`src/rtl/ccpa_sqrt_cell.sv`:
```
// one digit step of a restoring square root, registered, with payload carried along
module ccpa_sqrt_cell #(
    parameter int RadWidth = 64,
    parameter int ResWidth = 32,
    parameter int StepIdx  = 0,
    parameter int PayWidth = 8
) (
    input  logic                aclk,
    input  logic                aresetn,
    input  logic                en,
    input  logic                in_valid,
    input  logic [RadWidth-1:0] in_rem,
    input  logic [ResWidth-1:0] in_root,
    input  logic [PayWidth-1:0] in_pay,
    output logic                out_valid,
    output logic [RadWidth-1:0] out_rem,
    output logic [ResWidth-1:0] out_root,
    output logic [PayWidth-1:0] out_pay
);
    localparam int BitPos = ResWidth - 1 - StepIdx;

    logic [RadWidth-1:0] trial;
    logic [RadWidth-1:0] rem_next;
    logic [ResWidth-1:0] root_next;
    logic                valid_reg;
    logic [RadWidth-1:0] rem_reg;
    logic [ResWidth-1:0] root_reg;
    logic [PayWidth-1:0] pay_reg;

    // try (root + bit)^2 = root^2 + 2*root*bit + bit^2
    always_comb begin
        trial = ((RadWidth'(in_root) << 1) + (RadWidth'(1) << BitPos)) << BitPos;
        if (in_rem >= trial) begin
            rem_next  = in_rem - trial;
            root_next = in_root | (ResWidth'(1) << BitPos);
        end else begin
            rem_next  = in_rem;
            root_next = in_root;
        end
    end

    always_ff @(posedge aclk) begin
        if (!aresetn) begin
            valid_reg <= 1'b0;
        end else if (en) begin
            valid_reg <= in_valid;
        end
    end

    always_ff @(posedge aclk) begin
        if (en) begin
            rem_reg  <= rem_next;
            root_reg <= root_next;
            pay_reg  <= in_pay;
        end
    end

    assign out_valid = valid_reg;
    assign out_rem   = rem_reg;
    assign out_root  = root_reg;
    assign out_pay   = pay_reg;
endmodule

```
`src/rtl/ccpa_sqrt_chain.sv`:
```
// row of square root cells, one result bit per cell
module ccpa_sqrt_chain #(
    parameter int RadWidth = 64,
    parameter int ResWidth = 32,
    parameter int PayWidth = 8
) (
    input  logic                aclk,
    input  logic                aresetn,
    input  logic                en,
    input  logic                in_valid,
    input  logic [RadWidth-1:0] in_rad,
    input  logic [PayWidth-1:0] in_pay,
    output logic                out_valid,
    output logic [ResWidth-1:0] out_root,
    output logic [PayWidth-1:0] out_pay
);
    logic                valid_w [ResWidth+1];
    logic [RadWidth-1:0] rem_w   [ResWidth+1];
    logic [ResWidth-1:0] root_w  [ResWidth+1];
    logic [PayWidth-1:0] pay_w   [ResWidth+1];

    assign valid_w[0] = in_valid;
    assign rem_w[0]   = in_rad;
    assign root_w[0]  = '0;
    assign pay_w[0]   = in_pay;

    // cells hand remainder and partial root to the next neighbor
    for (genvar k = 0; k < ResWidth; k++) begin : g_cell
        ccpa_sqrt_cell #(
            .RadWidth(RadWidth), .ResWidth(ResWidth), .StepIdx(k), .PayWidth(PayWidth)
        ) u_cell (
            .aclk(aclk), .aresetn(aresetn), .en(en),
            .in_valid(valid_w[k]), .in_rem(rem_w[k]), .in_root(root_w[k]),
            .in_pay(pay_w[k]),
            .out_valid(valid_w[k+1]), .out_rem(rem_w[k+1]), .out_root(root_w[k+1]),
            .out_pay(pay_w[k+1])
        );
    end

    assign out_valid = valid_w[ResWidth];
    assign out_root  = root_w[ResWidth];
    assign out_pay   = pay_w[ResWidth];
endmodule

```
`config.mk`:
```
export PLATFORM = sky130hd
export DESIGN_NAME = ccpa_sqrt_chain
export DESIGN_NICKNAME = d
export VERILOG_FILES = /design/src/rtl/ccpa_sqrt_cell.sv /design/src/rtl/ccpa_sqrt_chain.sv
export SDC_FILE = /design/constraint.sdc
export NUM_CORES = 2
export LEC_CHECK = 0
export BUFFER_PORTS_ARGS = -buffer_cell sky130_fd_sc_hd__buf_2
export CAP_MARGIN = 20
export CELL_PAD_IN_SITES_DETAIL_PLACEMENT = 1
export CELL_PAD_IN_SITES_GLOBAL_PLACEMENT = 1
export CORE_MARGIN = 4
export CORE_UTILIZATION = 50
export DETAILED_ROUTE_END_ITERATION = 6
export PLACE_DENSITY_LB_ADDON = 0.05
export SYNTH_ARGS = -nofsm -noshare
export SYNTH_HDL_FRONTEND = slang
export SYNTH_SLANG_ARGS = --single-unit
```
`constraint.sdc`:
```
create_clock -name aclk -period 7.33 [get_ports aclk]
set_clock_uncertainty 0.15 [all_clocks]
set_input_delay 0.733 -clock aclk [delete_from_list [all_inputs] [get_ports aclk]]
set_output_delay 0.733 -clock aclk [all_outputs]
set_load 0.005 [all_outputs]
```
# Word-level counts from Yosys, hierarchy flattened
# Cells that the tools add are included.
totals:
  register_bits: 3296
  output_inout_bits: 41
  wordCells: 284
op_classes:
  add_sub_neg: 62
  n_lt_le_gt_ge: 32
  mux: 32
ops:
  columns: ["operator", "n"]
  rows:
  - ["64-bit >= comparator", 31]
  - ["64-bit two-way mux", 31]
  - ["64-bit subtractor", 30]
  - ["64-bit by 63-bit >= comparator with 1-bit output (second input constant)", 1]
  - ["64-bit by 63-bit subtractor with 64-bit output (second input constant)", 1]
  - ["33-bit by 1-bit adder with 34-bit output (second input constant)", 1]
  - ["33-bit by 10-bit adder with 34-bit output (second input constant)", 1]
  - ["33-bit by 11-bit adder with 34-bit output (second input constant)", 1]
  - ["33-bit by 12-bit adder with 34-bit output (second input constant)", 1]
  - ["33-bit by 13-bit adder with 34-bit output (second input constant)", 1]
  - ["33-bit by 14-bit adder with 34-bit output (second input constant)", 1]
  - ["33-bit by 15-bit adder with 34-bit output (second input constant)", 1]
  - ["33-bit by 16-bit adder with 34-bit output (second input constant)", 1]
  - ["33-bit by 17-bit adder with 34-bit output (second input constant)", 1]
  - ["33-bit by 18-bit adder with 34-bit output (second input constant)", 1]
  - ["33-bit by 19-bit adder with 34-bit output (second input constant)", 1]
  - ["33-bit by 2-bit adder with 34-bit output (second input constant)", 1]
  - ["33-bit by 20-bit adder with 34-bit output (second input constant)", 1]
  - ["33-bit by 21-bit adder with 34-bit output (second input constant)", 1]
  - ["33-bit by 22-bit adder with 34-bit output (second input constant)", 1]
  - ["33-bit by 23-bit adder with 34-bit output (second input constant)", 1]
  - ["33-bit by 24-bit adder with 34-bit output (second input constant)", 1]
  - ["33-bit by 25-bit adder with 34-bit output (second input constant)", 1]
  - ["33-bit by 26-bit adder with 34-bit output (second input constant)", 1]
  - ["13 further kinds", 13]

# Longest topological paths before layout
depth:
  ltp_word: 3
  mapped_depth: 15
  depth_no_buf: 12

# Hierarchy
# From an unflattened synthesis, not the netlist that was laid out.
hier_totals:
  hier_cells: 18597
  area_unflattened_um2: 199339.9
modules_own_cells:
  columns: ["module", "seq_area_each_um2", "cells_each", "area_per_inst_um2", "instances"]
  rows:
  - ["ccpa_sqrt_cell (g_cell[28].u_cell)", 3143.0, 663, 6871.6, 1]
  - ["ccpa_sqrt_cell (g_cell[29].u_cell)", 3143.0, 685, 6846.6, 1]
  - ["ccpa_sqrt_cell (g_cell[26].u_cell)", 3143.0, 652, 6756.5, 1]
  - ["ccpa_sqrt_cell (g_cell[30].u_cell)", 3143.0, 663, 6683.9, 1]
  - ["ccpa_sqrt_cell (g_cell[24].u_cell)", 3143.0, 640, 6662.6, 1]
  - ["ccpa_sqrt_cell (g_cell[25].u_cell)", 3143.0, 646, 6582.6, 1]
  - ["ccpa_sqrt_cell (g_cell[23].u_cell)", 3143.0, 642, 6565.0, 1]
  - ["ccpa_sqrt_cell (g_cell[27].u_cell)", 3143.0, 627, 6508.7, 1]
  - ["ccpa_sqrt_cell (g_cell[21].u_cell)", 3143.0, 622, 6491.2, 1]
  - ["ccpa_sqrt_cell (g_cell[20].u_cell)", 3143.0, 623, 6475.0, 1]
  - ["ccpa_sqrt_cell (g_cell[22].u_cell)", 3143.0, 630, 6472.5, 1]
  - ["ccpa_sqrt_cell (g_cell[18].u_cell)", 3143.0, 620, 6429.9, 1]
  - ["ccpa_sqrt_cell (g_cell[31].u_cell)", 3143.0, 603, 6382.4, 1]
  - ["ccpa_sqrt_cell (g_cell[19].u_cell)", 3143.0, 610, 6371.1, 1]
  - ["+19 rows", null, null, null, null]

# Worst setup path after synthesis
# OpenSTA, ideal clock, no wires.
synth_timing:
  kind: "reg-to-reg"
  startpoint: "register g_cell[16].u_cell.rem_reg[48]"
  endpoint: "register g_cell[17].u_cell.rem_reg[50] (data pin)"
  setup_time_ns: 0.271
  n_path_buf: 2
  slack_ns: 3.635
  stages_incl_launch_ff: 12
  required_ns: 6.909
  arrival_time_ns: 3.273
  path_cell_list: "edfxtp_1 -> or3_1 -> or2_1 -> or3_1 -> or3_4 -> or4_1 -> or4_1 -> buf_4 -> nand2_4 -> buf_6 -> nor4_1 -> xor2_1"
synth_via:
  elab_chain_cells: 2
  word_cells_on_any_way: 3
synth_rtl:
  columns: ["element", "line", "rtl"]
  rows:
  - ["start: declaration", "ccpa_sqrt_cell.sv:26", "logic [RadWidth-1:0] rem_reg;"]
  - ["start signal: assignment", "ccpa_sqrt_cell.sv:52", "rem_reg <= rem_next;"]
  - ["64-bit subtractor or 64-bit >= comparator (tied branches)", "ccpa_sqrt_cell.sv:34, ccpa_sqrt_cell.sv:33", null]
  - ["64-bit two-way mux *", "ccpa_sqrt_cell.sv:33", "if (in_rem >= trial) begin"]
  - ["net g_cell[17].u_cell.rem_next[50]", "ccpa_sqrt_cell.sv:23", "logic [RadWidth-1:0] rem_next;"]
  - ["end signal: assignment", "ccpa_sqrt_cell.sv:52", null]
  - ["end: declaration", "ccpa_sqrt_cell.sv:26", null]
# The timed path passes the listed nets; every way through them passes the cells marked *.
# A chain may end at the register's enable or synchronous reset.

# Worst setup path in the final report
layout_timing:
  startpoint: "register g_cell[21].u_cell.rem_reg[5]"
  endpoint: "register g_cell[22].u_cell.rem_reg[62] (data pin)"
layout_via:
  elab_chain_cells: 2
  word_cells_on_any_way: 3
layout_rtl:
  columns: ["element", "line"]
  rows:
  - ["start: declaration", "ccpa_sqrt_cell.sv:26"]
  - ["start signal: assignment", "ccpa_sqrt_cell.sv:52"]
  - ["64-bit subtractor or 64-bit >= comparator (tied branches)", "ccpa_sqrt_cell.sv:34, ccpa_sqrt_cell.sv:33"]
  - ["64-bit two-way mux *", "ccpa_sqrt_cell.sv:33"]
  - ["net g_cell[22].u_cell.rem_next[62]", "ccpa_sqrt_cell.sv:23"]
  - ["end signal: assignment", "ccpa_sqrt_cell.sv:52"]
  - ["end: declaration", "ccpa_sqrt_cell.sv:26"]
# Marks and branches as above.

==> results.rst <==
.. list-table::
   :header-rows: 1

   * - Metric
     - Value
   * - Run status
     - completed
   * - Unrepaired setup endpoints after global routing
     - no
   * - Number of global-route vias before repair
     - between 80,000 and 90,000
   * - Io pins
     - around 120
   * - Setup WS pre-CTS
     - around 2.2 ns
   * - Die W
     - slightly above 500 um
   * - Residual DRC
     - 0
   * - Proportion of synthesized flip-flops having asynchronous set or reset
     - 0%
   * - Min cycle time layout
     - 5.05 ns
   * - Detailed Route Iter0 Violations
     - around 7,000
   * - End of the worst hold path
     - g_cell[0].u_cell.out_rem[62]
   * - Number of failing setup endpoints in the final timing report
     - 0
   * - Worst reg2reg setup slack
     - between 2 and 2.5 ns
   * - Min-Delay Path Depth
     - 3
   * - Adder-Cell Fraction of Synth Area
     - under 10%
   * - Synthesis-to-finish area growth
     - 11.9%
   * - Number of detailed-routing iterations run before antenna repair
     - 5
   * - Total Wirelength
     - roughly 350 mm
   * - Multi-input gate area in the final layout
     - around 0.043 mm2
   * - Final Util
     - ~56%
   * - Type of element launching the critical path
     - flip-flop
   * - Post-synthesis cell type count
     - 93
   * - Post-CTS repair timing setup buffer count
     - 0
   * - Total number of clock tree sinks
     - roughly 2,800
   * - Worst r2r dst
     - g_cell[22].u_cell.out_rem[62]
   * - Antenna violations before repair
     - 13
   * - Critical-path maximum fanout
     - 38
   * - Sequential cell area fraction in the yosys report
     - 64.5%
   * - Pwr dens
     - roughly 320 mW/mm2
   * - Kind of capture point of the worst setup path
     - flip-flop
   * - Total of fill cells in the finished design
     - ~25,000
   * - Crit path DAT
     - 5.53 ns
   * - Vias per cell
     - between 5 and 6
   * - Number of synthesis warnings
     - 0
   * - Post-layout worst setup margin
     - approximately 2.3 ns
   * - Wire length of the first global-routing pass
     - 538 mm
   * - Hold bufs inserted after CTS
     - 72
   * - Wire per inst
     - between 20 and 30 um
   * - Largest family of logic cells by synthesized area
     - simple AND/OR/NAND/NOR gates
   * - Cell row count
     - 186
   * - Max frequency
     - about 0.20 GHz
   * - Share of final-layout standard cells stronger than drive strength 1
     - under 10%
   * - Leakage component of the power
     - around 0.054 uW
   * - Share of the synthesized area in the top cell type
     - 64.0%
   * - Clk buf depth
     - 4
   * - Clock root buffer
     - clkbuf_16
   * - Count of flip-flops with a built-in enable after synthesis
     - 2,768
   * - Worst min path class
     - in2reg
   * - Later-pin clock latency in the skew report
     - around 0.95 ns
   * - Mean Syn Cell Area
     - about 13 um2
   * - Number of flip-flops and latches in the synthesized netlist
     - 2,800
   * - Setup_tns
     - 0 ns
   * - Number of buffers added on ports
     - 116
   * - Height of the die
     - 518 um
   * - Multiplexer share of the synthesized area
     - 1.05%
   * - Maximum resistive drop on vdd
     - 0.226 mV
   * - Hold violation total from the final report
     - 0
   * - Post-detailed-route count of antenna-violating nets
     - 0
   * - Floorplan die area
     - 0.268 mm2
   * - Sequential standard cell area
     - about 0.084 mm2
   * - Net count reported at finish
     - around 11,000
   * - Number of violations of the max-capacitance limit
     - 0
   * - Smallest hold slack
     - 0.130 ns
   * - Starting Density
     - between 50% and 60%
   * - Depth of the worst register-to-register path
     - 10
   * - Net count after synthesis
     - ~11,000
   * - Fraction of the mapped netlist area in compound gates
     - 8.96%
   * - Slew of the pin with the lowest slew margin
     - about 1.2 ns
   * - Beginning of the worst hold path
     - in_rad[62]
   * - Post-synthesis simple-gate area fraction
     - a little under an eighth
   * - H-tree lvl count
     - 5
   * - Post-synthesis cell type with the largest combined area
     - edfxtp_1
   * - Final period utilization
     - 68.9%
   * - Number of instances in the synthesized netlist
     - 10,000
   * - Num CTS Buffers
     - roughly 300
   * - Primary flip-flop cell chosen by synthesis mapping
     - edfxtp_1
   * - Placed wire-length estimate
     - about 260 mm
   * - Max Slew Vio Count
     - 0
   * - Crit path kind
     - reg2reg
   * - Required time of the critical path
     - approximately 7.8 ns
   * - Xor and xnor fraction of the mapped netlist area
     - around 5.9%
   * - Final RePlAce weighted congestion
     - 0.885
   * - Clock tree from TritonCTS
     - built
   * - Synth top area cells
     - edfxtp_1, ha_1, xnor2_1
   * - Worst slew margin relative to its limit
     - about a fifth
   * - Total track usage
     - 25.9%
   * - Standard cell core area
     - between 0.2 and 0.3 mm2
   * - Post-Syn Area
     - 0.130 mm2
   * - Remaining Overflow, GRT
     - 0
   * - CTS clock-pin slew for the worst setup and hold paths
     - 0.07 ns
   * - RR Startpoint
     - g_cell[21].u_cell.out_rem[5]
   * - Maximum number of pins on one net before global-route repair
     - 183
   * - Resize count post-CTS
     - 0
   * - Routed via count
     - slightly above 80,000
==> cell families (layout without fill, tap and decap cells) <==
logic type                 count (synthesis)  in the layout
and+or+nand+nor                         2863           2863
buffers and inverters                    935           1524
AOI/OAI and AO/OA                       1878           1878
DFF                                     2800           2800
muxes                                    125            125
other                                      0              7
adders and majority gates                558            558
xor gates and xnor gates                 875            875
==> flip-flops by register name, summed over array words and instances (netlist names) <==
name                     flops
g_cell.u_cell.out_valid     32
g_cell.u_cell.out_root     528
g_cell.u_cell.out_rem     1984
g_cell.u_cell.out_pay      256
==> placed cells by master, fill, tap and decap left out, types with 54 or more instances in the layout <==
master	n
clkbuf_16	303
xnor2_1	455
buf_2	118
o21a_1	92
nand2b_1	108
nor3_1	268
clkbuf_1	57
or2_2	56
xor2_1	420
buf_4	54
nor4b_1	56
nand3_1	157
nand4_1	149
nor4_1	373
or3_1	105
inv_1	711
dlygate4sd3_1	72
or4_1	71
mux2_2	83
o21ai_0	406
ha_1	558
o21bai_1	63
nor2b_1	98
a21o_1	229
nor2_1	604
nand2_1	582
clkinv_1	58
a21oi_1	653
edfxtp_1	2768
==> metrics by stage <==
stage,instances,power [uW],area (um2)
after floorplan,10000,27700,130000
after global placement,13400,31000,135000
after detailed placement,13400,31200,135000
after CTS,14000,46700,145000
after global routing,14000,48700,145000
final,14000,46400,145000
==> cells in the mapped netlist (16+ instances only) <==
master	n
nor2b_1	98
o21bai_1	63
nor4b_1	56
a41oi_1	16
nand2_1	582
and4_1	27
a21o_1	229
and2_1	42
a211oi_1	52
or3_1	105
o21a_1	93
buf_1	22
and3_1	46
nand3b_1	28
edfxtp_1	2768
nand3_1	158
inv_1	711
ha_1	558
o21ai_1	17
mux2_2	83
clkbuf_1	178
o31ai_1	38
mux2i_1	37
nor2_1	606
or2_2	56
nor4_1	376
o21ai_0	406
dfxtp_1	32
o211ai_1	38
nand4_1	149
nand2b_1	108
a21boi_0	38
nor3_1	268
a311oi_1	19
or4_1	71
nand4b_1	22
xnor2_1	455
a31oi_1	46
xor2_1	420
nor3b_1	22
a21oi_1	653
==> area by class of cell <==
cell class | instances | area share, %
sequential | 2800 | 57.6
clock inverter | 180 | 1.45
inverter | 717 | 1.85
antenna | 7 | 0.0120
multi-input combinational | 6299 | 29.3
timing repair buffer | 265 | 1.44
clock buffer | 362 | 5.38
tap | 3384 | 2.91
==> metal layers <==
layer / up-vias / global-route usage, % / part of all wire (%)
li1: 38400 / - / -
met1: 41700 / 35.3 / 44
met2: 2110 / 44.0 / 49
met3: 566 / 2.58 / 4.3
met4: 4 / 7.84 / 3.2
met5: - / 0 / 0.0096
==> worst max-delay path by stage <==
| stage | from | end | slack [ns] | depth (start not counted) |
|---|---|---|---|---|
| floorplan | g_cell[16].u_cell.out_rem[48] | g_cell[17].u_cell.out_rem[50] | 3.64 | 11 |
| global placement | g_cell[25].u_cell.out_rem[36] | g_cell[26].u_cell.out_rem[49] | 2.00 | 11 |
| detailed placement | g_cell[21].u_cell.out_rem[6] | g_cell[22].u_cell.out_rem[62] | 2.24 | 10 |
| CTS | g_cell[21].u_cell.out_rem[5] | g_cell[22].u_cell.out_rem[62] | 2.18 | 10 |
| global route | g_cell[21].u_cell.out_rem[5] | g_cell[22].u_cell.out_rem[62] | 2.07 | 10 |
| finish | g_cell[21].u_cell.out_rem[5] | g_cell[22].u_cell.out_rem[62] | 2.28 | 10 |
==> power by group <==
part,internal [uW],switching (uW)
registers,20100,1650
clock network,8810,6500
logic,3670,5640
==> critical path: stages, from the launching register on <==
cell and delay (ns):
edfxtp_1 0.38, nor4_1 0.78, nand4_1 0.43, or4_1 0.72, o21a_1 0.24, o211a_1 0.21
buf_4 0.31, a211oi_2 0.42, nor3b_2 0.49, or4b_1 0.50, xnor2_1 0.14
No activity file was read; power rests on OpenSTA's default activity.
